File: config.mk
export PLATFORM = sky130hd
export DESIGN_NAME = lzwve_outq
export DESIGN_NICKNAME = d
export VERILOG_FILES = /design/src/rtl/core/lzwve_pkg.sv /design/src/rtl/core/lzwve_outq.sv
export SDC_FILE = /design/constraint.sdc
export NUM_CORES = 1
export LEC_CHECK = 0
export ABC_AREA = 1
export ABC_CLOCK_PERIOD_IN_PS = 2600
export BUFFER_PORTS_ARGS = -buffer_cell sky130_fd_sc_hd__clkbuf_2
export CORE_MARGIN = 2
export CORE_UTILIZATION = 45
export DETAILED_ROUTE_END_ITERATION = 12
export PLACE_DENSITY = 0.68
export SYNTH_ARGS = -nofsm -noshare
export SYNTH_HDL_FRONTEND = slang
export SYNTH_SLANG_ARGS = --single-unit
File: constraint.sdc
create_clock -name clk -period 2.6 [get_ports clk]
set_input_delay 0.52 -clock clk [delete_from_list [all_inputs] [get_ports clk]]
set_output_delay 0.52 -clock clk [all_outputs]
set_load 0.005 [all_outputs]
File: src/rtl/core/lzwve_pkg.sv
// shared constants and types for the lzw variable-width encoder
// no dependencies
package lzwve_pkg;

	localparam int MAX_CODES_DEF   = 4096;
	localparam int FIRST_WIDTH     = 9;
	localparam int FIRST_FREE_CODE = 257;
	localparam int CODE_W          = 12;
	localparam int CWIDTH_W        = 4;
	localparam int EPOCH_W         = 4;

	typedef struct packed {
		logic [CODE_W-1:0]   code;
		logic [CWIDTH_W-1:0] code_width;
		logic                last_code;
	} out_item_t;

	// up to three result beats produced by one input byte, item 0 first
	typedef struct packed {
		logic [1:0]      count;
		out_item_t [2:0] item;
	} push_t;

endpackage

File: src/rtl/core/lzwve_outq.sv
// four-entry result queue, takes up to three beats at once, gives one a cycle while code_stall is low
// depends on lzwve_pkg
module lzwve_outq (
	input  logic                           clk,
	input  logic                           arst_n,
	input  lzwve_pkg::push_t               push,
	output logic                           room,
	output logic                           code_valid,
	input  logic                           code_stall,
	output logic [lzwve_pkg::CODE_W-1:0]   code,
	output logic [lzwve_pkg::CWIDTH_W-1:0] code_width,
	output logic                           last_code
);

	lzwve_pkg::out_item_t fifo_q [4];
	logic [1:0] wr_ptr_q;
	logic [1:0] rd_ptr_q;
	logic [2:0] cnt_q;
	logic       pop;

	assign pop        = (cnt_q != 3'd0) && !code_stall;
	assign code_valid = (cnt_q != 3'd0);
	// a whole byte's worth of beats must fit
	assign room       = (cnt_q <= 3'd1);
	assign code       = fifo_q[rd_ptr_q].code;
	assign code_width = fifo_q[rd_ptr_q].code_width;
	assign last_code  = fifo_q[rd_ptr_q].last_code;

	always_ff @(posedge clk) begin
		for (int i = 0; i < 3; i++) begin
			if (2'(i) < push.count) begin
				fifo_q[wr_ptr_q + 2'(i)] <= push.item[i];
			end
		end
	end

	always_ff @(posedge clk or negedge arst_n) begin
		if (!arst_n) begin
			wr_ptr_q <= '0;
			rd_ptr_q <= '0;
			cnt_q    <= '0;
		end else begin
			wr_ptr_q <= wr_ptr_q + push.count;
			if (pop) begin
				rd_ptr_q <= rd_ptr_q + 2'd1;
			end
			cnt_q <= cnt_q + 3'(push.count) - 3'(pop);
		end
	end

endmodule

# After elaboration in Yosys (flattened, before gate mapping)

Memory sizes are Yosys's and may differ from the RTL's.
Cells that the tools add are included.

Order comparisons: 4
$add $sub $neg: 6
Reductions and logical operators: 3
Mux-type cells: 6

Operators by type and width:

| operator              | number |
|---|---|
| $mux W1               | 6 |
| $add A2 B1 Y2 const B | 2 |
| $lt A1 B2 Y1 const A  | 2 |
| $add A3 B2 Y3         | 1 |
| $le A3 B1 Y1 const B  | 1 |
| $reduce_bool A3 Y1    | 1 |
| $sub A3 B1 Y3         | 1 |
| $add A2 B2 Y2         | 1 |
| $add A2 B2 Y2 const B | 1 |
| $lt A2 B2 Y1 const A  | 1 |
| $logic_and A1 B1 Y1   | 1 |
| $logic_not A1 Y1      | 1 |

Bits in registers: 7
Logic and storage cells: 23
Memories kept: 1
Output and inout port bits: 19
RAM bits: 68
Input port bits: 56

Memory list:

| name   | depth | width | rd ports | clocked after memory_dff | wr ports | line             | source |
|---|---|---|---|---|---|---|---|
| fifo_q | 4     | 17    | 1        | 0                        | 3        | lzwve_outq.sv:15 | `lzwve_pkg::out_item_t fifo_q [4];` |

# Depth between registers and ports, before layout

Depth in word-level cells: 3
Depth in mapped cells: 13
Gate-level depth less buffers: 13

# Least setup slack after synthesis

Ideal clock, no wire load.

Path kind: input-to-reg
Start point: input push[52] (netlist bit)
End point: memory fifo_q[1][0] (netlist bit), enable pin
Cell stages on the path: 4
Buffers on the path: 2
Setup slack: 11 ps
Data arrival time: 2,172 ps
Path through: buf_6 > buf_6 > nand2_1 > a21boi_0

RTL lines:

| item        | line             | source |
|---|---|---|
| from (decl) | lzwve_outq.sv:6  | `input lzwve_pkg::push_t push,` |
| to (decl)   | lzwve_outq.sv:15 |  |

# Worst setup path in the final report

Start point: register rd_ptr_q[1]
End point: output code[11] (netlist bit)

Cells in the longest elaborated chain, start to end: 1

Ends and longest elaborated chain:

| item                   | line             | source |
|---|---|---|
| from (decl)            | lzwve_outq.sv:17 | `logic [1:0] rd_ptr_q;` |
| from (signal assigned) | lzwve_outq.sv:45 | `rd_ptr_q <= rd_ptr_q + 2'd1;` |
| $mem_v2 Z4 W17         | --               |  |
| to (decl)              | lzwve_outq.sv:10 | `output logic [lzwve_pkg::CODE_W-1:0] code,` |

No other way between the ends.

==> metrics.yaml <==
sta:
  max_freq_mhz: 424
  worstMarginPinSlew_ns: 0.886
  rsz0062_at_grt: "false"
  setup_violations: 0
  tns_ns: 0
  period_needed_ns: 2.36
  slew_violations: 0
  timing.final.crit_share: 0.906
  slew_headroom: 0.409
  hold_viol: 0
  skew_ns: 0.00923
layout:
  seqCellArea_um2: 2220
  final_util: 0.521
  multi_input_area_um2: 2290
  design_area_um2: 5640
  num-nets-final: 783
  areaGrowthSynthToFinish_pct: 12.6
  fillerInstances: 1056
  layout-drive-gt1-share: 0.179
  diodes: 0
synthesis:
  async_reset_ff_frac: 0.0933
  synth_edf_count: 68
  ys_seq_area_frac: 0.442
  syn_area_um2: 5010
  synthesis.nets: 718
  synth_warnings: 0
  synthFlopType: "edfxtp_1"
  synth.largest_area_cell: "edfxtp_1"
  yosysTopAreaCellShare: 0.407
  synthCells: 657
  synth_cell_type_count: 29
  ys_top_cells_by_area: "edfxtp_1 (41%), nand2_1 (18%), nand3_1 (8.6%), o21ai_0 (4.6%), nand4_1 (4.2%)"
  ys_ff_latch: 75
  syn_area_per_cell_um2: 7.63
routing:
  drt-pass1-iter-count: 5
  drc: 0
  drt_iter0_markers: 440
  viasPerCell: 5.50
  ant_nets: 0
  totalWireLength_mm: 14.1
  vias: 4767
  avgRoutedWirePerCell_um: 16.3
critical_path:
  worstPathArrival_ns: 1.84
  worstSetupPathType: "reg2out"
  r2r-start: "cnt_q[2]"
  cp_top_family: "buffers and inverters"
  rrSetupSlack_ns: 0.44
  end_kind: "primary output"
  cp.required_ns: 2.08
  worstRegToRegCells: 13
  r2r-end: "cnt_q[2]"
  worst_path_largest_cell_delay_ns: 0.42
  crit_path_frequent_cell: "o21ai_0"
  worst_setup_path_start_kind: "register"
  path_buf_inv: 2
  critPathMaxFanout: 15
  path_cells: "inv_1 -> o21ai_0 -> o21ai_0 -> clkbuf_2"
  slowest_stage: "dfrtp_1"
power:
  power_density_nw_per_um2: 1080
  vdd_drop_max_mv: 0.497
  power_frac_seq: 0.373
  p_clk_frac: 0.141
  sw_frac_of_total: 0.429
  p_int_w: 0.00347
  p_leak_nw: 2.71
  power_switching_w: 0.00261
  p_comb_frac: 0.487
grt:
  grt_max_degree: 62
  grt-ovfl-total: 0
  grtUsageTotal: 0.250
  grt_pass1_wl_mm: 22.6
  grt_pass1_vias: 4483
  antenna_found_initial: 0
min_path:
  min_from: "push[50]"
  hold_class: "in2reg"
  holdPathEnd: "fifo_q[3][16]"
  worst_hold_path.num_cells: 3
clocking:
  path_clk_slew_ns: 0.08
  cts_buffers: 9
  cts-root-buf: "clkbuf_8"
  clk_latency_ns: 0.36
  htreeDepth: 3
  cts_sinks: 75
  cts_resized: 0
  clock_path_buffers: 2
  tritoncts: "yes"
placement:
  placed_area_um2: 5450
  place_hpwl_mm: 9.57
  routabilityCongestion: 0.857
  io_buffers: 74
floorplanning:
  die_h_um: 110
  core_um2: 10800
  die-area_um2: 12000
  io_pins: 75
  fp-row-count: 38
  die_w_um: 110
  start_util: 0.462
flow_run:
  cap_violations: 0
outcome:
  outcome: "finished clean"
cell usage after synthesis (2+ instances only):
| cell | count |
|---|---|
| nand2_1 | 235 |
| nand3_1 | 86 |
| edfxtp_1 | 68 |
| nor2_1 | 54 |
| o21ai_0 | 46 |
| inv_1 | 45 |
| nand4_1 | 34 |
| buf_2 | 18 |
| buf_6 | 12 |
| o21ai_1 | 9 |
| dfrtp_1 | 7 |
| buf_4 | 5 |
| clkbuf_1 | 5 |
| inv_2 | 5 |
| ha_1 | 4 |
| nand2_4 | 4 |
| inv_4 | 3 |
| buf_1 | 2 |
| nand3_2 | 2 |
| nand4_4 | 2 |
| nor2_8 | 2 |
| xnor2_1 | 2 |
logic make-up after synthesis:
family,count (synthesis),share of synthesized area
fa+ha+maj,5,0.0140
buf+inv,96,0.101
compound gates,57,0.0579
flops,75,0.442
xor+xnor,3,0.00524
simple gates,421,0.380
state kept, by name, indices dropped and copies added, names as in the netlist:
signal / count
wr_ptr_q: 2
cnt_q: 3
rd_ptr_q: 2
fifo_q: 68
worst register-to-register path, delay by kind of cell, from the launching register on:
| family | cells | cell delay [ns] |
|---|---|---|
| XOR/XNOR | 1 | 0.18 |
| AND/OR/NAND/NOR | 5 | 0.47 |
| buffers and inverters | 4 | 0.24 |
| flip-flops | 1 | 0.40 |
| adder cells (fa/ha/maj) | 3 | 0.76 |
layout make-up:
| class | instances | area share |
|---|---|---|
| clock buffer | 14 | 0.0306 |
| clock inverter | 2 | 0.00177 |
| inverter | 54 | 0.0381 |
| multi-input combinational | 486 | 0.406 |
| sequential | 75 | 0.393 |
| tap | 140 | 0.0310 |
| timing repair buffer | 96 | 0.0998 |
power groups by stage:
stage          logic (W)  clock network (W)  registers (W)
3_3_place_gp     0.00288                  0        0.00228
2_1_floorplan    0.00206                  0        0.00219
3_5_place_dp     0.00295                  0        0.00229
5_1_grt          0.00332           0.000891        0.00233
4_1_cts          0.00296           0.000856        0.00227
6_report         0.00296           0.000855        0.00227
per-layer routing:
metal  GRT usage  up-vias  part of all wire
met1       0.328     2194              0.43
met5           0        -                 0
li1            -     2316                 -
met3      0.0350       24             0.078
met4      0.0850        0             0.019
met2       0.423      233              0.47
metrics by stage:
| step | hold WS (ns) | worst slack, ns | std cells | power (W) |
|---|---|---|---|---|
| 2_1_floorplan | 0.224 | 0.0112 | 657 | 0.00425 |
| 3_3_place_gp | 0.373 | 0.521 | 850 | 0.00516 |
| 3_5_place_dp | 0.384 | 0.443 | 850 | 0.00524 |
| 4_1_cts | 0.464 | 0.224 | 867 | 0.00609 |
| 5_1_grt | 0.498 | 0.121 | 867 | 0.00654 |
| 6_report | 0.472 | 0.244 | 867 | 0.00608 |
worst max-delay path by stage:
stage,from,end,depth (start not counted)
finish,rd_ptr_q[1],code[11],4
global route,rd_ptr_q[1],code_width[3],5
CTS,rd_ptr_q[1],code[11],4
detailed placement,cnt_q[2],cnt_q[2],13
global placement,code_stall,cnt_q[2],13
floorplan,push[52],fifo_q[1][0],4
timing repair:
| item | in CTS | in global routing |
|---|---|---|
| hold buffers | 1 | 0 |
| endpoints found under the hold margin | 7 | 0 |
| setup buffers | 0 | 0 |
placed cells by master (no fill, tap or decap), types with 3 or more instances in the layout:
cell type	n
ha_1	4
buf_4	19
inv_2	5
clkbuf_8	12
o21ai_1	9
inv_4	3
nand2_4	4
nand3_1	86
edfxtp_1	68
dfrtp_1	7
nand2_1	235
o21ai_0	46
clkbuf_2	74
nor2_1	54
inv_1	45
nand4_1	34
Note: power is estimated with default switching activity, not from simulation.
